## src/affine_stereographic_projector_unit_macros.svh

```systemverilog
// Assertion macros shared by the projector RTL.
`ifndef AFFINE_STEREOGRAPHIC_PROJECTOR_UNIT_MACROS_SVH
`define AFFINE_STEREOGRAPHIC_PROJECTOR_UNIT_MACROS_SVH
`ifndef NO_ASSERTIONS
`define ASP_ASSERT_IMPL(lbl, clk, rst_n, prop, msg) \
    lbl: assert property (@(posedge clk) disable iff (!rst_n) prop) else $error(msg);
`define ASP_ASSERT_NEXT(lbl, clk, rst_n, a, b, msg) \
    lbl: assert property (@(posedge clk) disable iff (!rst_n) (a) |=> (b)) else $error(msg);
`else
`define ASP_ASSERT_IMPL(lbl, clk, rst_n, prop, msg)
`define ASP_ASSERT_NEXT(lbl, clk, rst_n, a, b, msg)
`endif
`endif

```

## src/asp_pkg.sv

```systemverilog
// Package with shared types and constants of the stereographic projector.
package asp_pkg;

    localparam int unsigned COEF_W  = 20;
    localparam int unsigned ROW_W   = 60;
    localparam int unsigned COORD_W = 32;
    localparam int unsigned CFG_IDX_W = 3;

    // Register indexes of the configuration port.
    localparam logic [CFG_IDX_W-1:0] REG_ROW_X = 3'd0;
    localparam logic [CFG_IDX_W-1:0] REG_ROW_Y = 3'd1;
    localparam logic [CFG_IDX_W-1:0] REG_ROW_Z = 3'd2;
    localparam logic [CFG_IDX_W-1:0] REG_OFF_X = 3'd3;
    localparam logic [CFG_IDX_W-1:0] REG_OFF_Y = 3'd4;
    localparam logic [CFG_IDX_W-1:0] REG_OFF_Z = 3'd5;

    typedef enum logic [2:0] {
        ST_IDLE,
        ST_MUL,
        ST_DIV,
        ST_DONE
    } t_state;

    // Control bundle from the sequencer to the datapath.
    typedef struct packed {
        logic load;
        logic mul_step;
        logic div_start;
        logic finish;
    } t_ctrl;

    typedef struct packed {
        logic signed [31:0] proj_x;
        logic signed [31:0] proj_y;
        logic signed [31:0] box_xmin;
        logic signed [31:0] box_ymin;
        logic [30:0]        box_xmax;
        logic [30:0]        box_ymax;
        logic               pole_hit;
        logic               last_out;
    } t_result;

    typedef struct packed {
        logic signed [31:0] vert_x;
        logic signed [31:0] vert_y;
        logic signed [31:0] vert_z;
        logic               last_vertex;
    } t_vertex;

endpackage

```

## src/asp_if.sv

```systemverilog
// Valid/ready channel interface carrying one payload.
interface asp_if #(
    parameter type T = logic
);
    logic valid;
    logic ready;
    T     data;

    modport source (output valid, output data, input ready);
    modport sink (input valid, input data, output ready);
endinterface

```

## src/asp_div.sv

```systemverilog
// Radix-2 restoring divider, one quotient bit per cycle, on magnitudes.
module asp_div #(
    parameter int unsigned NUM_W = 68,
    parameter int unsigned DEN_W = 36,
    parameter int unsigned Q_W   = 34
) (
    input  logic             i_clk,
    input  logic             i_rst_n,
    input  logic             i_start,
    input  logic [NUM_W-1:0] i_num,
    input  logic [DEN_W-1:0] i_den,
    output logic             o_done,
    output logic [Q_W-1:0]   o_quot,
    output logic             o_ovf
);
    localparam int unsigned CNT_W = $clog2(Q_W + 1);

    logic [NUM_W-1:0] r_num, n_num;
    logic [DEN_W:0]   r_rem, n_rem;
    logic [Q_W-1:0]   r_quot, n_quot;
    logic [DEN_W-1:0] r_den;
    logic [CNT_W-1:0] r_cnt, n_cnt;
    logic             r_busy, n_busy;
    logic             r_ovf, n_ovf;
    logic             r_done;
    logic [DEN_W:0]   w_trial;
    logic [DEN_W+1:0] w_diff;

    // Shift one numerator bit into the partial remainder and try subtracting.
    always_comb begin
        w_trial = {r_rem[DEN_W-1:0], r_num[NUM_W-1]};
        w_diff  = {1'b0, w_trial} - {2'b00, r_den};
        n_num   = r_num;
        n_rem   = r_rem;
        n_quot  = r_quot;
        n_cnt   = r_cnt;
        n_busy  = r_busy;
        n_ovf   = r_ovf;
        if (i_start) begin
            n_num  = i_num;
            n_rem  = '0;
            n_quot = '0;
            n_cnt  = CNT_W'(NUM_W);
            n_busy = 1'b1;
            n_ovf  = 1'b0;
        end else if (r_busy) begin
            n_num = {r_num[NUM_W-2:0], 1'b0};
            if (!w_diff[DEN_W+1] || r_rem[DEN_W]) begin
                n_rem = w_diff[DEN_W:0];
                if (r_quot[Q_W-1]) n_ovf = 1'b1;
                n_quot = {r_quot[Q_W-2:0], 1'b1};
            end else begin
                n_rem = w_trial;
                if (r_quot[Q_W-1]) n_ovf = 1'b1;
                n_quot = {r_quot[Q_W-2:0], 1'b0};
            end
            n_cnt = r_cnt - 1'b1;
            if (r_cnt == CNT_W'(1)) n_busy = 1'b0;
        end
    end

    always_ff @(posedge i_clk) begin
        if (!i_rst_n) begin
            r_busy <= 1'b0;
            r_done <= 1'b0;
            r_cnt  <= '0;
        end else begin
            r_busy <= n_busy;
            r_cnt  <= n_cnt;
            r_done <= r_busy && (r_cnt == CNT_W'(1));
        end
    end

    always_ff @(posedge i_clk) begin
        if (i_start) r_den <= i_den;
        r_num  <= n_num;
        r_rem  <= n_rem;
        r_quot <= n_quot;
        r_ovf  <= n_ovf;
    end

    assign o_done = r_done;
    assign o_quot = r_quot;
    assign o_ovf  = r_ovf;
endmodule

```

## src/asp_ctrl.sv

```systemverilog
// Sequencer of the projector: transform, divide and hand-off phases.
module asp_ctrl
    import asp_pkg::*;
#(
    parameter int unsigned MUL_CYC = 3
) (
    input  logic  i_clk,
    input  logic  i_rst_n,
    input  logic  i_in_xfer,
    input  logic  i_div_done,
    input  logic  i_out_free,
    output logic  o_in_ready,
    output t_ctrl o_ctrl
);
    localparam int unsigned CNT_W = $clog2(MUL_CYC + 1);

    t_state r_state, n_state;
    logic [CNT_W-1:0] r_cnt;

    // Next state.
    always_comb begin
        n_state = r_state;
        case (r_state)
            ST_IDLE: if (i_in_xfer) n_state = ST_MUL;
            ST_MUL:  if (r_cnt == CNT_W'(MUL_CYC - 1)) n_state = ST_DIV;
            ST_DIV:  if (i_div_done) n_state = ST_DONE;
            ST_DONE: if (i_out_free) n_state = ST_IDLE;
            default: n_state = ST_IDLE;
        endcase
    end

    // Outputs.
    always_comb begin
        o_in_ready       = 1'b0;
        o_ctrl           = '0;
        case (r_state)
            ST_IDLE: begin
                o_in_ready    = 1'b1;
                o_ctrl.load   = i_in_xfer;
            end
            ST_MUL: begin
                o_ctrl.mul_step  = 1'b1;
                o_ctrl.div_start = (r_cnt == CNT_W'(MUL_CYC - 1));
            end
            ST_DIV: ;
            ST_DONE: o_ctrl.finish = i_out_free;
            default: ;
        endcase
    end

    always_ff @(posedge i_clk) begin
        if (!i_rst_n) begin
            r_state <= ST_IDLE;
            r_cnt   <= '0;
        end else begin
            r_state <= n_state;
            if (r_state == ST_MUL) r_cnt <= r_cnt + 1'b1;
            else r_cnt <= '0;
        end
    end
endmodule

```

## src/affine_stereographic_projector_unit.sv

```systemverilog
// Top level of the affine stereographic projector.
//  channel | dir | payload                                  | transfer when
//  in_ch   | in  | vert_x/y/z, last_vertex                  | valid && ready
//  out_ch  | out | proj_x/y, box min/max, pole_hit, last_out| valid && ready
//  cfg     | in  | i_cfg_we, i_cfg_idx, i_cfg_data          | i_cfg_we
// One vertex at a time, with no output stall: an idle step that accepts it,
// the transform steps (one product row per cycle through the shared multipliers),
// the divider steps (radix-2, x and y in parallel, one quotient bit per cycle
// plus a done step) and a result step. The input is not ready again until the
// vertex has passed the result step; while an earlier result still waits in the
// result register the sequencer holds and the input stays not ready.
// Reset is synchronous and clears control state and the bounding box.
`include "affine_stereographic_projector_unit_macros.svh"
module affine_stereographic_projector_unit
    import asp_pkg::*;
#(
    parameter int unsigned COORD_FRAC_BITS = 16,
    parameter int unsigned COEF_FRAC_BITS  = 18
) (
    input  logic                 i_clk,
    input  logic                 i_rst_n,
    input  logic                 i_cfg_we,
    input  logic [CFG_IDX_W-1:0] i_cfg_idx,
    input  logic [ROW_W-1:0]     i_cfg_data,
    asp_if.sink                  in_ch,
    asp_if.source                out_ch
);
    // The transformed coordinate grows as the coefficient fraction shrinks.
    localparam int unsigned F_W   = 53 - COEF_FRAC_BITS;
    localparam int unsigned DEN_W = F_W + 1;
    localparam int unsigned NUM_W = F_W + 1 + COORD_FRAC_BITS;
    localparam int unsigned Q_W   = NUM_W;
    localparam int unsigned S_W   = 55;

    logic [ROW_W-1:0] r_row_x, r_row_y, r_row_z;
    logic signed [COORD_W-1:0] r_off_x, r_off_y, r_off_z;

    // Configuration writes.
    always_ff @(posedge i_clk) begin
        if (!i_rst_n) begin
            r_row_x <= ROW_W'(1) << (2 * COEF_W + COEF_FRAC_BITS);
            r_row_y <= ROW_W'(1) << (COEF_W + COEF_FRAC_BITS);
            r_row_z <= ROW_W'(1) << COEF_FRAC_BITS;
            r_off_x <= '0;
            r_off_y <= '0;
            r_off_z <= '0;
        end else if (i_cfg_we) begin
            case (i_cfg_idx)
                REG_ROW_X: r_row_x <= i_cfg_data;
                REG_ROW_Y: r_row_y <= i_cfg_data;
                REG_ROW_Z: r_row_z <= i_cfg_data;
                REG_OFF_X: r_off_x <= i_cfg_data[COORD_W-1:0];
                REG_OFF_Y: r_off_y <= i_cfg_data[COORD_W-1:0];
                REG_OFF_Z: r_off_z <= i_cfg_data[COORD_W-1:0];
                default: ;
            endcase
        end
    end

    t_ctrl w_ctrl;
    logic  w_div_done_x, w_div_done_y;
    logic  r_out_valid;
    logic  w_out_free;
    logic  w_in_xfer;

    assign w_out_free = !r_out_valid || out_ch.ready;
    assign w_in_xfer  = in_ch.valid && in_ch.ready;

    asp_ctrl #(.MUL_CYC(3)) u_ctrl (
        .i_clk      (i_clk),
        .i_rst_n    (i_rst_n),
        .i_in_xfer  (w_in_xfer),
        .i_div_done (w_div_done_x),
        .i_out_free (w_out_free),
        .o_in_ready (in_ch.ready),
        .o_ctrl     (w_ctrl)
    );

    // Vertex latch and row sequencing: one row of three products per cycle.
    t_vertex r_vtx;
    logic [1:0] r_row_sel;
    logic signed [F_W-1:0] r_xf, r_yf;
    logic [ROW_W-1:0] w_row;
    logic signed [COORD_W-1:0] w_off;
    logic signed [S_W-1:0] w_sum;
    logic signed [F_W-1:0] w_f;

    always_comb begin
        case (r_row_sel)
            2'd0: begin w_row = r_row_x; w_off = r_off_x; end
            2'd1: begin w_row = r_row_y; w_off = r_off_y; end
            default: begin w_row = r_row_z; w_off = r_off_z; end
        endcase
        w_sum = S_W'($signed(w_row[59:40])) * S_W'(r_vtx.vert_x)
              + S_W'($signed(w_row[39:20])) * S_W'(r_vtx.vert_y)
              + S_W'($signed(w_row[19:0]))  * S_W'(r_vtx.vert_z);
        w_f = F_W'(w_sum >>> COEF_FRAC_BITS) + F_W'(w_off);
    end

    always_ff @(posedge i_clk) begin
        if (w_ctrl.load) begin
            r_vtx     <= in_ch.data;
            r_row_sel <= 2'd0;
        end else if (w_ctrl.mul_step) begin
            r_row_sel <= r_row_sel + 2'd1;
            case (r_row_sel)
                2'd0: r_xf <= w_f;
                2'd1: r_yf <= w_f;
                default: ;
            endcase
        end
    end

    // Divider operands, taken as zf is being produced.
    logic signed [DEN_W-1:0] w_d;
    logic [DEN_W-1:0] w_dm;
    logic [NUM_W-1:0] w_nxm, w_nym;
    logic signed [DEN_W-1:0] r_d;
    logic [Q_W-1:0] w_qx, w_qy;
    logic w_ovx, w_ovy;

    assign w_d   = DEN_W'(w_f) + (DEN_W'(1) <<< COORD_FRAC_BITS);
    assign w_dm  = w_d[DEN_W-1] ? DEN_W'(-w_d) : DEN_W'(w_d);
    assign w_nxm = NUM_W'(r_xf[F_W-1] ? DEN_W'(-DEN_W'(r_xf)) : DEN_W'(r_xf))
                   << (COORD_FRAC_BITS + 1);
    assign w_nym = NUM_W'(r_yf[F_W-1] ? DEN_W'(-DEN_W'(r_yf)) : DEN_W'(r_yf))
                   << (COORD_FRAC_BITS + 1);

    always_ff @(posedge i_clk) begin
        if (w_ctrl.div_start) r_d <= w_d;
    end

    asp_div #(.NUM_W(NUM_W), .DEN_W(DEN_W), .Q_W(Q_W)) u_div_x (
        .i_clk (i_clk), .i_rst_n (i_rst_n), .i_start (w_ctrl.div_start),
        .i_num (w_nxm), .i_den (w_dm),
        .o_done (w_div_done_x), .o_quot (w_qx), .o_ovf (w_ovx)
    );
    asp_div #(.NUM_W(NUM_W), .DEN_W(DEN_W), .Q_W(Q_W)) u_div_y (
        .i_clk (i_clk), .i_rst_n (i_rst_n), .i_start (w_ctrl.div_start),
        .i_num (w_nym), .i_den (w_dm),
        .o_done (w_div_done_y), .o_quot (w_qy), .o_ovf (w_ovy)
    );

    // Sign, saturation and pole handling of one coordinate.
    function automatic logic [32:0] sat_q(input logic signed [F_W-1:0] num,
                                          input logic d_neg, input logic d_zero,
                                          input logic [Q_W-1:0] q, input logic ovf);
        logic neg;
        logic [32:0] res;
        neg = num[F_W-1] ^ d_neg;
        if (num == '0) res = '0;
        else if (d_zero) res = num[F_W-1] ? {1'b1, 32'h8000_0000} : {1'b1, 32'h7FFF_FFFF};
        else if (neg) begin
            if (ovf || q > Q_W'(33'h8000_0000)) res = {1'b1, 32'h8000_0000};
            else res = {1'b0, 32'(-q)};
        end else begin
            if (ovf || q > Q_W'(32'h7FFF_FFFF)) res = {1'b1, 32'h7FFF_FFFF};
            else res = {1'b0, q[31:0]};
        end
        return res;
    endfunction

    logic [32:0] w_sx, w_sy;
    logic w_dz;
    assign w_dz = (r_d == '0);
    assign w_sx = sat_q(r_xf, r_d[DEN_W-1], w_dz, w_qx, w_ovx);
    assign w_sy = sat_q(r_yf, r_d[DEN_W-1], w_dz, w_qy, w_ovy);

    // Bounding box and result register.
    logic signed [31:0] r_bxmin, r_bymin, r_bxmax, r_bymax;
    logic signed [31:0] w_bxmin, w_bymin, w_bxmax, w_bymax, w_px, w_py;
    t_result r_res;
    logic r_ready_res;

    assign w_px = $signed(w_sx[31:0]);
    assign w_py = $signed(w_sy[31:0]);
    assign w_bxmin = (w_px < r_bxmin) ? w_px : r_bxmin;
    assign w_bymin = (w_py < r_bymin) ? w_py : r_bymin;
    assign w_bxmax = (w_px > r_bxmax) ? w_px : r_bxmax;
    assign w_bymax = (w_py > r_bymax) ? w_py : r_bymax;

    always_ff @(posedge i_clk) begin
        if (!i_rst_n) begin
            r_bxmin <= '0; r_bymin <= '0; r_bxmax <= '0; r_bymax <= '0;
            r_out_valid <= 1'b0;
            r_ready_res <= 1'b0;
        end else begin
            if (w_div_done_x) r_ready_res <= 1'b1;
            if (w_ctrl.finish) begin
                r_ready_res <= 1'b0;
                r_out_valid <= 1'b1;
                if (r_vtx.last_vertex) begin
                    r_bxmin <= '0; r_bymin <= '0; r_bxmax <= '0; r_bymax <= '0;
                end else begin
                    r_bxmin <= w_bxmin; r_bymin <= w_bymin;
                    r_bxmax <= w_bxmax; r_bymax <= w_bymax;
                end
            end else if (out_ch.ready) begin
                r_out_valid <= 1'b0;
            end
        end
    end

    always_ff @(posedge i_clk) begin
        if (w_ctrl.finish) begin
            r_res.proj_x   <= w_px;
            r_res.proj_y   <= w_py;
            r_res.box_xmin <= w_bxmin;
            r_res.box_ymin <= w_bymin;
            r_res.box_xmax <= w_bxmax[30:0];
            r_res.box_ymax <= w_bymax[30:0];
            r_res.pole_hit <= w_sx[32] | w_sy[32] | w_dz;
            r_res.last_out <= r_vtx.last_vertex;
        end
    end

    assign out_ch.valid = r_out_valid;
    assign out_ch.data  = r_res;

    `ASP_ASSERT_IMPL(a_div_sync, i_clk, i_rst_n, (w_div_done_x == w_div_done_y), "dividers out of step")
    `ASP_ASSERT_NEXT(a_fin_valid, i_clk, i_rst_n, w_ctrl.finish, r_out_valid, "result lost")
    `ASP_ASSERT_IMPL(a_fin_ready, i_clk, i_rst_n, (!w_ctrl.finish || r_ready_res), "result before divide")
    `ASP_ASSERT_IMPL(a_box_sign, i_clk, i_rst_n, (!r_bxmin[31] || !r_bxmax[31] && r_bxmin <= 0), "box sign")
endmodule
```

## src/flat_wrapper.sv

```systemverilog
// flat-port wrapper written by rule: the top's interface ports become plain ports
module affine_stereographic_projector_unit_flat import asp_pkg::*;
#(
    parameter int unsigned COORD_FRAC_BITS = 16,
    parameter int unsigned COEF_FRAC_BITS  = 18
)
  (i_clk, i_rst_n, i_cfg_we, i_cfg_idx, i_cfg_data, in_ch_valid, in_ch_data, in_ch_ready, out_ch_valid, out_ch_data, out_ch_ready);
  asp_if in_ch_i ();
  asp_if out_ch_i ();
  input  logic i_clk;
  input  logic i_rst_n;
  input  logic i_cfg_we;
  input  logic [CFG_IDX_W-1:0] i_cfg_idx;
  input  logic [ROW_W-1:0] i_cfg_data;
  input wire logic [$bits(in_ch_i.valid)-1:0] in_ch_valid;
  input wire logic [$bits(in_ch_i.data)-1:0] in_ch_data;
  output wire logic [$bits(in_ch_i.ready)-1:0] in_ch_ready;
  output wire logic [$bits(out_ch_i.valid)-1:0] out_ch_valid;
  output wire logic [$bits(out_ch_i.data)-1:0] out_ch_data;
  input wire logic [$bits(out_ch_i.ready)-1:0] out_ch_ready;
  assign in_ch_i.valid = in_ch_valid;
  assign in_ch_i.data = in_ch_data;
  assign in_ch_ready = in_ch_i.ready;
  assign out_ch_valid = out_ch_i.valid;
  assign out_ch_data = out_ch_i.data;
  assign out_ch_i.ready = out_ch_ready;
  affine_stereographic_projector_unit #(.COORD_FRAC_BITS(COORD_FRAC_BITS), .COEF_FRAC_BITS(COEF_FRAC_BITS)) u_core (.i_clk(i_clk), .i_rst_n(i_rst_n), .i_cfg_we(i_cfg_we), .i_cfg_idx(i_cfg_idx), .i_cfg_data(i_cfg_data), .in_ch(in_ch_i), .out_ch(out_ch_i));
endmodule
```

## config.mk

```make
export PLATFORM = sky130hd
export DESIGN_NAME = affine_stereographic_projector_unit_flat
export DESIGN_NICKNAME = d
export VERILOG_FILES = /design/src/asp_pkg.sv /design/src/asp_if.sv /design/src/asp_div.sv /design/src/asp_ctrl.sv /design/src/affine_stereographic_projector_unit.sv /design/src/flat_wrapper.sv
export VERILOG_INCLUDE_DIRS = /design/src /design/src/src
export SDC_FILE = /design/constraint.sdc
export NUM_CORES = 1
export LEC_CHECK = 0
export ABC_AREA = 1
export ABC_CLOCK_PERIOD_IN_PS = 1300
export BUFFER_PORTS_ARGS = -buffer_cell sky130_fd_sc_hd__buf_2
export CORE_ASPECT_RATIO = 1.2
export CORE_MARGIN = 1
export CORE_UTILIZATION = 36
export DETAILED_ROUTE_END_ITERATION = 7
export PLACE_DENSITY = 0.78
export SLEW_MARGIN = 30
export SYNTH_ARGS = -nofsm -noshare
export SYNTH_HDL_FRONTEND = slang
export SYNTH_SLANG_ARGS = --single-unit
export TNS_END_PERCENT = 1
```

## constraint.sdc

```tcl
create_clock -name i_clk -period 1.3 [get_ports i_clk]
set_input_delay 0.325 -clock i_clk [delete_from_list [all_inputs] [get_ports i_clk]]
set_output_delay 0.325 -clock i_clk [all_outputs]
set_load 0.01 [all_outputs]
```

[Word level (Yosys, flattened, before mapping)]
Index checks and enable logic that the tools add are counted.
Operators by class
  multiplexer cells: 16
  equality and inequality tests: 9
  reductions and logical operators: 10
  $add $sub $neg: 2
  bitwise logic cells: 1
Operator list (count)
  two-way mux 3 bit: 4
  two-way mux 6 bit: 2
  case mux 3 bit (4 select lines): 1
  two-way mux 1 bit: 9
  inequality test 2 bit (second input constant): 4
  == test 3 x 2 -> 1 bit (second input constant): 2
  == test 6 x 1 -> 1 bit (second input constant): 1
  subtractor 6 x 1 -> 6 bit (second input constant): 1
  AND reduction 4 bit: 1
  nonzero test 2 bit: 2
  == test 3 x 1 -> 1 bit (second input constant): 1
  zero test 3 bit: 1
  adder 2 x 1 -> 2 bit (second input constant): 1
  == test 2 bit (second input constant): 1
  logical AND 1 bit: 2
  AND reduction 2 bit: 1
  OR reduction 2 bit: 1
  zero test 1 bit: 1
  logical OR 1 bit: 1
  NOT 1 bit: 1
Storage, ports and cells
  register bits: 16
  bits of input ports: 69

[Logic depth before layout (Yosys ltp)]
Gate-level depths: netlist of run 1.
  word-level depth: 5
  mapped depth: 9
  gate-level depth less buffers: 9

[By module]
From an unflattened synthesis of run 1, not the netlist that was laid out.
Second synthesis, totals
  cell total of the unflattened synthesis: 2358
  area total of the unflattened synthesis: 17519.3 um^2
Modules (own cells, without submodules)
  asp_div: sequential area each 4604.4 um^2, instances 1, cells an instance 1274, area an instance 9671.8 um^2
  affine_stereographic_projector_unit: sequential area each 3002.9 um^2, instances 1, cells an instance 1041, area an instance 7556.0 um^2
  asp_ctrl: sequential area each 80.1 um^2, instances 1, cells an instance 43, area an instance 291.5 um^2

[Least setup slack after synthesis of run 1]
Ideal clock, no wire load.
  path type: register to register
  start: register u_core.u_ctrl.r_state[0]
  end: register u_core.u_ctrl.r_state[1]
  data arrival time: 1099 ps
  stages on the path, launching flop included: 9
  data required time: 1187 ps
  path buffers: 0
  slack: 89 ps
  path through: dfxtp_1 -> inv_1 -> ha_1 -> nand2_1 -> nand2_1 -> nor2_1 -> nand2_1 -> nand2_1 -> nor2_1
On the way
  longest elaborated chain between the ends: 5
Ends and longest elaborated chain
  start, declared: RTL line asp_ctrl.sv:17  | t_state r_state, n_state;
  start signal, assigned: RTL line asp_ctrl.sv:56  | r_state <= n_state;
  zero test 3 bit: RTL line asp_ctrl.sv:36  | case (r_state)
  two-way mux 1 bit: RTL line asp_ctrl.sv:36
  via in_ch_ready: RTL line flat_wrapper.sv:17  | output wire logic [$bits(in_ch_i.ready)-1:0] in_ch_ready;
  logical AND 1 bit: RTL line affine_stereographic_projector_unit.sv:67  | assign w_in_xfer = in_ch.valid && in_ch.ready;
  inequality test 2 bit (no source line)
  AND reduction 4 bit (no source line)
The timed path passes the listed nets, and every way through them passes these cells.
A chain may end at the register's enable or synchronous reset.

[Final worst setup path of run 1]
  start: register u_core.u_ctrl.r_state[1]
  end: output port in_ch_ready
On the way
  longest elaborated chain between the ends: 2
Ends and longest elaborated chain (RTL line)
  zero test 3 bit: asp_ctrl.sv:36
  two-way mux 1 bit: asp_ctrl.sv:36
  end, declared: flat_wrapper.sv:17
No other way between the ends.

==> flow_metrics.py, run 1 <==
metrics = {
    "setup_path": {
        "path_max_fanout": 2,
        "cp_top_family": "flip-flops",
        "critical_path_class": "register to output pin",
        "critPathBufInv": 2,
        "required_ns": 0.98,
        "path_cells": "inv_4 > ha_4 > buf_6",
        "cp_data_arrival_time_ns": 0.96,
        "worstSetupEndpointType": "output pin",
        "critPathSlowestCell": "dfxtp_4",
        "crit_path_start_kind": "register",
        "critPathMaxStageDelay_ns": 0.37,
    },
    "route": {
        "routed_wl_um": 1476,
        "first_iter_violations": 10,
        "drcViolationCount": 0,
        "drt-wirelength-per-cell_um": 10.11,
        "vias_per_cell": 4.541,
        "drt_pass1_iterations": 4,
        "via_count": 663,
        "drt.antenna.violating_nets": 0,
    },
    "global_routing": {
        "met1_usage_pct": 13.55,
        "first_global_vias": 640,
        "grt_pass1_wl_um": 2401,
        "met3_usage_pct": 2.013,
        "grt-busiest-layer": "met2",
        "grt_start_max_net_pins": 10,
        "antenna_found_initial": 0,
        "use_met2_pct": 25.36,
        "grtUsageTotal_pct": 13.78,
        "grt-ovfl-total": 0,
    },
    "timing": {
        "final_max_slew_viol_count": 0,
        "finalClockSkew_ns": 0.005830,
        "tns_ns": 0,
        "slew_headroom_pct": 84.58,
        "fin_crit_sh_pct": 99.13,
        "whs_ns": 0.2134,
        "timing.fmax_mhz": 776.0,
        "setup_slack_ns": 0.01135,
        "hold_viol_final": 0,
        "setup_viol": 0,
        "tightest_slew_ns": 0.2295,
        "rsz0062_at_grt": "true",
        "period_needed_ns": 1.289,
    },
    "finish": {
        "drive_above_1_share_pct": 31.03,
        "area_delta_synth_final_pct": 22.97,
        "nets": 194,
        "n_antenna_cell": 0,
    },
    "floorplan": {
        "rows": 18,
        "die_x_um": 45.06,
        "start_util_pct": 38.65,
        "die-height_um": 53.67,
        "ios": 72,
        "dieArea_um2": 2418,
        "coreArea_um2": 2072,
    },
    "cts": {
        "cts_max_path_buffers": 2,
        "numCtsBuffers": 3,
        "ctsHoldBuffers": 0,
        "clock_latency_ns": 0.28,
        "cts_tree": "yes",
        "cts.clk_slew.worst_paths_ns": 0.09,
        "cts-htree-levels": 1,
        "clock_sinks": 15,
        "clockRootBuffer": "clkbuf_4",
    },
    "synth": {
        "yosysWarnings": 0,
        "avgSynthCellArea_um2": 7.851,
        "ys_ff_latch": 15,
        "synthCells": 102,
        "synthesis.nets": 179,
        "netlist_top_cells_area": "dfxtp_1 (33%), ha_1 (13%), nand2_1 (11%), inv_1 (8.0%), edfxtp_1 (7.5%)",
        "netlist.area_leader.share_pct": 32.50,
        "synth_cell_types": 21,
        "synth_top_cell_by_area": "dfxtp_1",
        "ys_seq_area_share_pct": 40.00,
        "syn-cell-area_um2": 800.8,
    },
    "min_path": {
        "min_path_type": "primary input to register",
    },
    "power_and_ir_drop": {
        "peakVddDrop_mv": 0.8206,
        "p_per_area_nw_per_um2": 1620,
        "power_w": 0.001595,
        "leakage_nw": 0.4289,
    },
    "outcome": {
        "status": "finished clean",
    },
    "placement": {
        "port_buffers": 7,
        "place_ws_ns": -0.03401,
        "dp_hpwl_um": 1061,
        "gp_congestion": 0.7671,
    },
    "job": {
        "maxCapViolations": 0,
    },
}
==> final cells by class <==
type                    instances  area, µm²
clock inverters                 1      5.005
flip-flops and latches         15      327.8
fillers                       193       1087
repair buffers                 11      71.32
inverters                      18      70.07
well taps                      30      37.54
multi-input cells              68      450.4
clock buffers                   3      22.52
==> synthesized netlist by cell type (all sizes together) <==
master  instances
or2             1
o21ai           1
o21bai          1
edfxtp          2
nand4           1
buf             1
nor2           19
a21oi           7
nand3           4
ha              8
nor3            3
inv            18
dfxtp          13
nand2          23
==> power breakdown <==
| part | switching, W | leakage (nW) | total [W] | internal [W] |
|---|---|---|---|---|
| sequential | 0.0000398 | 0.125 | 0.000590 | 0.000550 |
| clock | 0.000153 | 0.0177 | 0.000267 | 0.000114 |
| combinational | 0.000407 | 0.286 | 0.000738 | 0.000331 |
| total | 0.000599 | 0.429 | 0.00160 | 0.000996 |
==> cell usage in the layout, fill, tap and decap left out <==
| cell | n |
|---|---|
| buf_4 | 4 |
| clkbuf_4 | 3 |
| buf_6 | 1 |
| buf_2 | 6 |
| clkinv_2 | 1 |
| dfxtp_1 | 11 |
| o21ai_1 | 1 |
| ha_4 | 3 |
| inv_1 | 15 |
| nor2_4 | 1 |
| nor3_2 | 1 |
| a21oi_2 | 1 |
| nand3_2 | 2 |
| ha_1 | 4 |
| nor2_1 | 15 |
| ha_2 | 1 |
| a21oi_1 | 6 |
| edfxtp_1 | 2 |
| nand2_1 | 19 |
| inv_4 | 1 |
| nand3_1 | 2 |
| nor3_1 | 2 |
| nor2_8 | 1 |
| or2_1 | 1 |
| nor2_2 | 2 |
| nand4_1 | 1 |
| inv_2 | 2 |
| o21bai_1 | 1 |
| nand2_2 | 4 |
| dfxtp_4 | 2 |
==> layer usage <==
layer  wire, µm  vias up
met1        621      301
met5          0        -
met2        758       13
met3         48        6
met4         48        0
li1           -      343
==> registers in the layout (all words and copies together) (netlist names) <==
name / count
u_core.u_div_x.r_busy: 1
u_core.out_ch.data: 1
u_core.u_ctrl.r_cnt: 2
u_core.u_div_x.o_done: 1
u_core.u_div_x.r_cnt: 6
u_core.u_ctrl.r_state: 2
u_core.r_vtx: 1
u_core.out_ch.valid: 1
==> logic make-up after synthesis <==
group	share of synthesized area, %
buf+inv	10.94
flops	40.00
compound gates	6.406
fa+ha+maj	12.50
simple gates	30.16
==> through the flow <==
stage	utilization [%]	instances	area (µm²)
floorplan	-	102	800.8
global placement	41.55	139	860.8
detailed placement	41.55	139	860.8
CTS	45.35	146	939.7
global route	47.52	146	984.7
finish	47.52	146	984.7
==> final timing paths <==
path / start / end / slack [ns] / cells past startpoint
max: u_core.u_ctrl.r_state[1] / in_ch_ready / 0.01 / 3
min: in_ch_data / u_core.r_vtx[0] / 0.21 / 1
max reg2reg: u_core.u_ctrl.r_state[1] / u_core.u_ctrl.r_state[0] / 0.01 / 8
min reg2reg: u_core.u_ctrl.r_cnt[0] / u_core.u_ctrl.r_cnt[0] / 0.43 / 1
==> timing repair <==
action | 4_1_cts | 5_1_grt
pin swaps | 1 | 6
gates resized for setup | 10 | 11
buffers inserted | 3 | 0
setup endpoints to repair | 2 | 3
No activity file was read; power rests on OpenSTA's default activity.
==> run 2, diff against run 1 <==
--- a/config.mk
+++ b/config.mk
@@ -13,6 +13,8 @@
 export CORE_MARGIN = 1
 export CORE_UTILIZATION = 36
+export CTS_CLUSTER_DIAMETER = 60
 export DETAILED_ROUTE_END_ITERATION = 7
 export PLACE_DENSITY = 0.78
+export SETUP_SLACK_MARGIN = 0.2
 export SLEW_MARGIN = 30
 export SYNTH_ARGS = -nofsm -noshare
==> constraint.sdc (replaced) <==
create_clock -name i_clk -period 1.3 [get_ports i_clk]
set_input_delay 0.13 -clock i_clk [delete_from_list [all_inputs] [get_ports i_clk]]
set_output_delay 0.13 -clock i_clk [all_outputs]
set_load 0.01 [all_outputs]
==> run 2 against run 1 <==
  * Cell area shrank 4.8%
  * Highest routed layer unchanged
  * Clock power grew 6%
  * Hold slack lost 0.21 ns
  * Clock skew grew 0.00085 ns
  * Utilization shrank 2.3 points
  * Clock-buffer cell count is the same
  * Sequential power grew 5.1%
  * Non-clock buffer count shrank 4
  * Combinational power shrank 23%
==> flow_metrics.py, run 2 (synthesis results as in run 1) <==
metrics = {
    "finish": {
        "area_delta_synth_final_pct": 17.03,
        "largest_reg_flops": 6,
        "largest_registers": "u_core.u_div_x.r_cnt (6), u_core.u_ctrl.r_cnt (2), u_core.u_ctrl.r_state (2)",
        "n_antenna_cell": 0,
        "final_cell_count_no_fill": 142,
        "fillers": 202,
        "final_common_cell": "nand2_1",
        "drive_above_1_share_pct": 30.36,
        "final_util_pct": 45.23,
        "top_register": "u_core.u_div_x.r_cnt",
        "layout_common_cells": "nand2_1 (17), inv_1 (15), nor2_1 (15), dfxtp_1 (9)",
        "nets": 190,
    },
    "setup_path": {
        "r2r_cells": 4,
        "r2r_start": "u_core.u_div_x.r_cnt[0]",
        "critical_path_class": "register to output pin",
        "path_max_fanout": 5,
        "timing.rr.end": "u_core.u_div_x.r_cnt[1]",
        "r2r_slack_ns": 0.16,
        "crit_path_start_kind": "register",
        "required_ns": 1.17,
        "worstSetupEndpointType": "output pin",
        "cp_data_arrival_time_ns": 1.03,
    },
    "cts": {
        "cts-htree-levels": 1,
        "numCtsBuffers": 3,
        "clock_latency_ns": 0.29,
        "ctsHoldBuffers": 0,
        "cts_max_path_buffers": 2,
        "post_cts_buffers": 0,
        "cts_tree": "yes",
        "cts.clk_slew.worst_paths_ns": 0.10,
        "clockRootBuffer": "clkbuf_4",
        "clock_sinks": 15,
    },
    "timing": {
        "rsz0062_at_grt": "true",
        "period_needed_ns": 1.161,
        "setup_viol": 0,
        "fin_crit_sh_pct": 89.31,
        "setup_slack_ns": 0.1389,
        "hold_viol_final": 0,
        "slew_headroom_pct": 83.69,
        "finalClockSkew_ns": 0.006675,
        "timing.fmax_mhz": 861.3,
        "whs_ns": 0.004906,
        "tightest_slew_ns": 0.2437,
        "tns_ns": 0,
        "final_max_slew_viol_count": 0,
    },
    "floorplan": {
        "die_x_um": 45.06,
        "start_util_pct": 38.65,
        "rows": 18,
        "ios": 72,
        "dieArea_um2": 2418,
        "coreArea_um2": 2072,
        "die-height_um": 53.67,
    },
    "route": {
        "wl_met1_um": 595,
        "vias_per_cell": 4.528,
        "wl_met2_um": 704,
        "via_count": 643,
        "drcViolationCount": 0,
        "first_iter_violations": 13,
        "dr_wl_met3_um": 40,
        "drt-wirelength-per-cell_um": 9.732,
        "drt_pass1_iterations": 4,
        "routed_wl_um": 1382,
        "top_layer_used": "met4",
        "drt.antenna.violating_nets": 0,
    },
    "global_routing": {
        "grtUsageTotal_pct": 13.35,
        "grt_start_max_net_pins": 10,
        "antenna_found_initial": 0,
        "grt-ovfl-total": 0,
        "grt_pass1_wl_um": 2318,
        "first_global_vias": 599,
    },
    "min_path": {
        "min_to": "u_core.r_vtx[0]",
        "min_path_type": "primary input to register",
        "hold_depth": 1,
        "hp-start": "in_ch_data",
    },
    "power_and_ir_drop": {
        "p_clk_share_pct": 19.2,
        "p_int_w": 0.0009278,
        "p_per_area_nw_per_um2": 1569,
        "swShare_pct": 36.90,
        "peakVddDrop_mv": 0.9061,
        "seq_power_share_pct": 42.2,
        "p_sw_w": 0.0005425,
        "combPwrFrac_pct": 38.6,
        "leakage_nw": 0.4111,
    },
    "placement": {
        "port_buffers": 7,
        "dp_hpwl_um": 1015,
        "dp_cells": 138,
        "place_ws_ns": 0.05110,
        "gp_congestion": 0.6785,
    },
    "outcome": {
        "status": "finished clean",
    },
    "job": {
        "maxCapViolations": 0,
    },
}
-- run 2: cell count changes in the layout (fill, tap and decap cells not counted), sizes merged --
cell,before,now
buf,11,7
-- run 2: per-stage QoR --
step | power (W) | cell area (µm²)
finish | 0.001470 | 937.1
detailed placement | 0.001034 | 857.1
CTS | 0.001436 | 927.1
floorplan | 0.0009384 | 804.5
global placement | 0.001007 | 857.1
global route | 0.001584 | 937.1
-- run 2: area by class of cell --
cell class | instances | area, µm² | share of cell area, %
Multi-Input combinational cell | 68 | 427.9 | 45.66
Clock buffer | 3 | 22.52 | 2.403
Sequential cell | 15 | 332.8 | 35.51
Inverter | 18 | 70.07 | 7.477
Tap cell | 30 | 37.54 | 4.005
Clock inverter | 1 | 5.005 | 0.5340
Timing Repair Buffer | 7 | 41.29 | 4.406
-- run 2: timing repair --
action	in CTS	in global routing
endpoints found under the hold margin	0	0
gates resized for setup	16	4
setup endpoints to repair	10	7
pin swaps	2	2
-- run 2: power by group through the flow --
stage | Sequential [W] | Clock (W) | Combinational (W)
after floorplan | 0.000590 | 0 | 0.000349
after global placement | 0.000596 | 0 | 0.000411
after detailed placement | 0.000599 | 0 | 0.000435
after CTS | 0.000618 | 0.000282 | 0.000536
after global routing | 0.000625 | 0.000299 | 0.000660
final | 0.000620 | 0.000282 | 0.000568
-- run 2: worst max-delay path by stage --
stage	from	end	slack, ns	cells after the start
2_1_floorplan	u_core.u_ctrl.r_state[0]	u_core.u_ctrl.r_state[1]	0.15	8
3_3_place_gp	u_core.u_ctrl.r_state[1]	u_core.u_ctrl.r_state[1]	0.09	8
3_5_place_dp	u_core.u_ctrl.r_state[0]	u_core.u_ctrl.r_state[1]	0.05	8
4_1_cts	u_core.u_ctrl.r_state[1]	in_ch_ready	0.16	3
5_1_grt	u_core.u_ctrl.r_state[1]	u_core.u_ctrl.r_state[1]	0.09	8
6_report	u_core.u_ctrl.r_state[1]	in_ch_ready	0.14	3
-- run 2: layer usage --
layer	vias to the layer above	GRT usage, %
met5	-	0
met4	0	10.10
met3	4	2.013
met2	16	22.22
met1	291	15.16
li1	332	-
-- run 2: critical path: stages, from the launching register on --
cell and delay, ns:
dfxtp_4 0.40, inv_4 0.05, ha_4 0.17, buf_6 0.12
==> run 3, diff against run 2 <==
- CORE_ASPECT_RATIO: 1.2 -> 0.5
- CORE_UTILIZATION: 36 -> 50
- PLACE_DENSITY: 0.78 -> 0.67
- SYNTH_HIERARCHICAL: unset -> 1
==> run 3 against run 2 <==
  * The run now fails in power grid generation
  * Synthesized area shrank 3.9%
  * Synthesized cell count grew 3.9%
==> flow_metrics.py, run 3 <==
metrics = {
    "synth": {
        "yosysWarnings": 6,
        "synthCells": 106,
        "synthesis.nets": 182,
        "syn-cell-area_um2": 769.5,
        "avgSynthCellArea_um2": 7.259,
    },
    "floorplan": {
        "rows": 9,
        "start_util_pct": 57.42,
        "die-height_um": 29.74,
        "die_x_um": 57.48,
    },
    "outcome": {
        "status": "stopped before the end",
        "firstError": "[ERROR PDN-0185] Insufficient width (24.48 um) to add straps on layer met5 in grid \"grid\" with total strap width 15.2 um and offset 13.6 um.",
        "lastStage": "power grid generation",
    },
}
==> run 4, diff against run 3 <==
- CORE_ASPECT_RATIO: 0.5 -> unset
- CORE_UTILIZATION: 50 -> 35
- CTS_CLUSTER_DIAMETER: 60 -> unset
- PLACE_DENSITY: 0.67 -> unset
- PLACE_DENSITY_LB_ADDON: unset -> 0.15
- SETUP_SLACK_MARGIN: 0.2 -> unset
==> run 4 against run 3 <==
  * The run now ends clean
  * Synthesized cell count did not move
  * Synthesized area did not move
==> flow_metrics.py, run 4 <==
metrics = {
    "cts": {
        "clock_latency_ns": 0.29,
        "cts.clk_slew.worst_paths_ns": 0.10,
        "numCtsBuffers": 3,
        "cts_tree": "yes",
        "cts_max_path_buffers": 2,
        "clock_sinks": 15,
        "cts-htree-levels": 1,
        "clockRootBuffer": "clkbuf_4",
    },
    "synth": {
        "synthCells": 106,
        "avgSynthCellArea_um2": 7.259,
        "syn-cell-area_um2": 769.5,
        "synthesis.nets": 182,
        "yosysWarnings": 6,
    },
    "min_path": {
        "min_to": "u_core/out_ch.valid",
        "min_path_type": "primary input to register",
        "hold_depth": 4,
        "hp-start": "out_ch_ready",
    },
    "floorplan": {
        "die-height_um": 48.89,
        "die_x_um": 48.89,
        "start_util_pct": 38.06,
        "dieArea_um2": 2390,
        "ios": 72,
        "rows": 16,
        "coreArea_um2": 2022,
    },
    "finish": {
        "layout_common_cells": "inv_1 (22), nand2_1 (21), dfxtp_1 (11), nor2_1 (11)",
        "area_delta_synth_final_pct": 24.72,
        "final_util_pct": 47.46,
        "drive_above_1_share_pct": 29.17,
        "final_cell_count_no_fill": 147,
        "top_register": "u_core/u_div_x/r_cnt",
        "largest_reg_flops": 6,
        "n_antenna_cell": 0,
        "final_common_cell": "inv_1",
        "largest_registers": "u_core/u_div_x/r_cnt (6), u_core/u_ctrl/r_cnt (2), u_core/u_ctrl/r_state (2)",
        "nets": 197,
    },
    "timing": {
        "slew_headroom_pct": 83.61,
        "final_max_slew_viol_count": 0,
        "finalClockSkew_ns": 0.01477,
        "fin_crit_sh_pct": 96.04,
        "tns_ns": 0,
        "whs_ns": 0.1179,
        "period_needed_ns": 1.249,
        "timing.fmax_mhz": 800.9,
        "rsz0062_at_grt": "false",
        "hold_viol_final": 0,
        "tightest_slew_ns": 0.2439,
        "setup_viol": 0,
    },
    "route": {
        "first_iter_violations": 8,
        "via_count": 622,
        "wl_met2_um": 626,
        "drcViolationCount": 0,
        "dr_wl_met3_um": 52,
        "vias_per_cell": 4.231,
        "routed_wl_um": 1284,
        "top_layer_used": "met4",
        "wl_met1_um": 584,
        "drt-wirelength-per-cell_um": 8.735,
        "drt.antenna.violating_nets": 0,
        "drt_pass1_iterations": 4,
    },
    "outcome": {
        "status": "finished clean",
    },
    "setup_path": {
        "r2r_start": "u_core/u_ctrl/r_state[0]",
        "required_ns": 1.17,
        "critical_path_class": "register to output pin",
        "cp_data_arrival_time_ns": 1.12,
        "timing.rr.end": "u_core/u_ctrl/r_state[1]",
        "worstSetupEndpointType": "output pin",
        "r2r_cells": 8,
        "path_max_fanout": 4,
        "crit_path_start_kind": "register",
        "r2r_slack_ns": 0.07,
    },
    "global_routing": {
        "grt_pass1_wl_um": 2208,
        "antenna_found_initial": 0,
        "grt_start_max_net_pins": 10,
        "first_global_vias": 558,
        "grtUsageTotal_pct": 12.19,
        "grt-ovfl-total": 0,
    },
    "power_and_ir_drop": {
        "p_per_area_nw_per_um2": 1442,
        "peakVddDrop_mv": 0.8215,
        "leakage_nw": 0.4742,
        "power_w": 0.001384,
    },
    "placement": {
        "gp_congestion": 0.8004,
        "dp_cells": 140,
        "dp_hpwl_um": 926.2,
        "port_buffers": 7,
    },
    "job": {
        "maxCapViolations": 0,
    },
}
run 4: timing repair:
item	CTS	global route
hold endpoints to repair	0	1
resized for setup	5	14
buffers inserted	2	0
hold buffers	0	1
setup endpoints to repair	2	7
run 4: worst max path at each step:
stage          slack (ns)                     start                  endpoint
4_1_cts             0.002  u_core/u_ctrl/r_state[0]               in_ch_ready
3_3_place_gp         0.03  u_core/u_ctrl/r_state[0]  u_core/u_ctrl/r_state[0]
3_5_place_dp         0.02  u_core/u_ctrl/r_state[0]  u_core/u_ctrl/r_state[1]
5_1_grt             0.002  u_core/u_ctrl/r_state[0]   u_core/u_div_x/r_cnt[5]
2_1_floorplan        0.04  u_core/u_ctrl/r_state[0]  u_core/u_ctrl/r_state[0]
6_report             0.05  u_core/u_ctrl/r_state[0]               in_ch_ready
run 4: cell type report:
class,count,area (µm²)
inverters,27,101.3
clock inverters,1,5.005
fillers,203,1062
repair buffers,14,96.34
multi-input cells,60,377.9
well taps,27,33.78
flip-flops and latches,15,322.8
clock buffers,3,22.52
run 4: power breakdown:
part,switching (W),internal [W],leakage (nW),total [W]
registers,0.0000332,0.000533,0.124,0.000567
clock network,0.000155,0.000114,0.0177,0.000270
logic,0.000284,0.000264,0.332,0.000548
total,0.000472,0.000912,0.474,0.00138
run 4: stage by stage:
step | instance area (µm²) | worst slack, ns
after global routing | 959.7 | 0.002083
after detailed placement | 853.3 | 0.01680
after CTS | 903.4 | 0.001541
final | 959.7 | 0.05146
after floorplan | 769.5 | 0.03632
after global placement | 853.3 | 0.03204
run 4: per-layer routing:
metal | global-route usage (%) | up-vias
met4 | 4.412 | 0
li1 | - | 343
met5 | 0 | -
met1 | 13.87 | 267
met3 | 5.607 | 4
met2 | 19.91 | 8
run 4: worst max-delay path, cell delays in order, from the launching register on:
cell	delay, ns
dfxtp_2	0.37
inv_2	0.06
ha_4	0.16
buf_4	0.13
buf_6	0.11
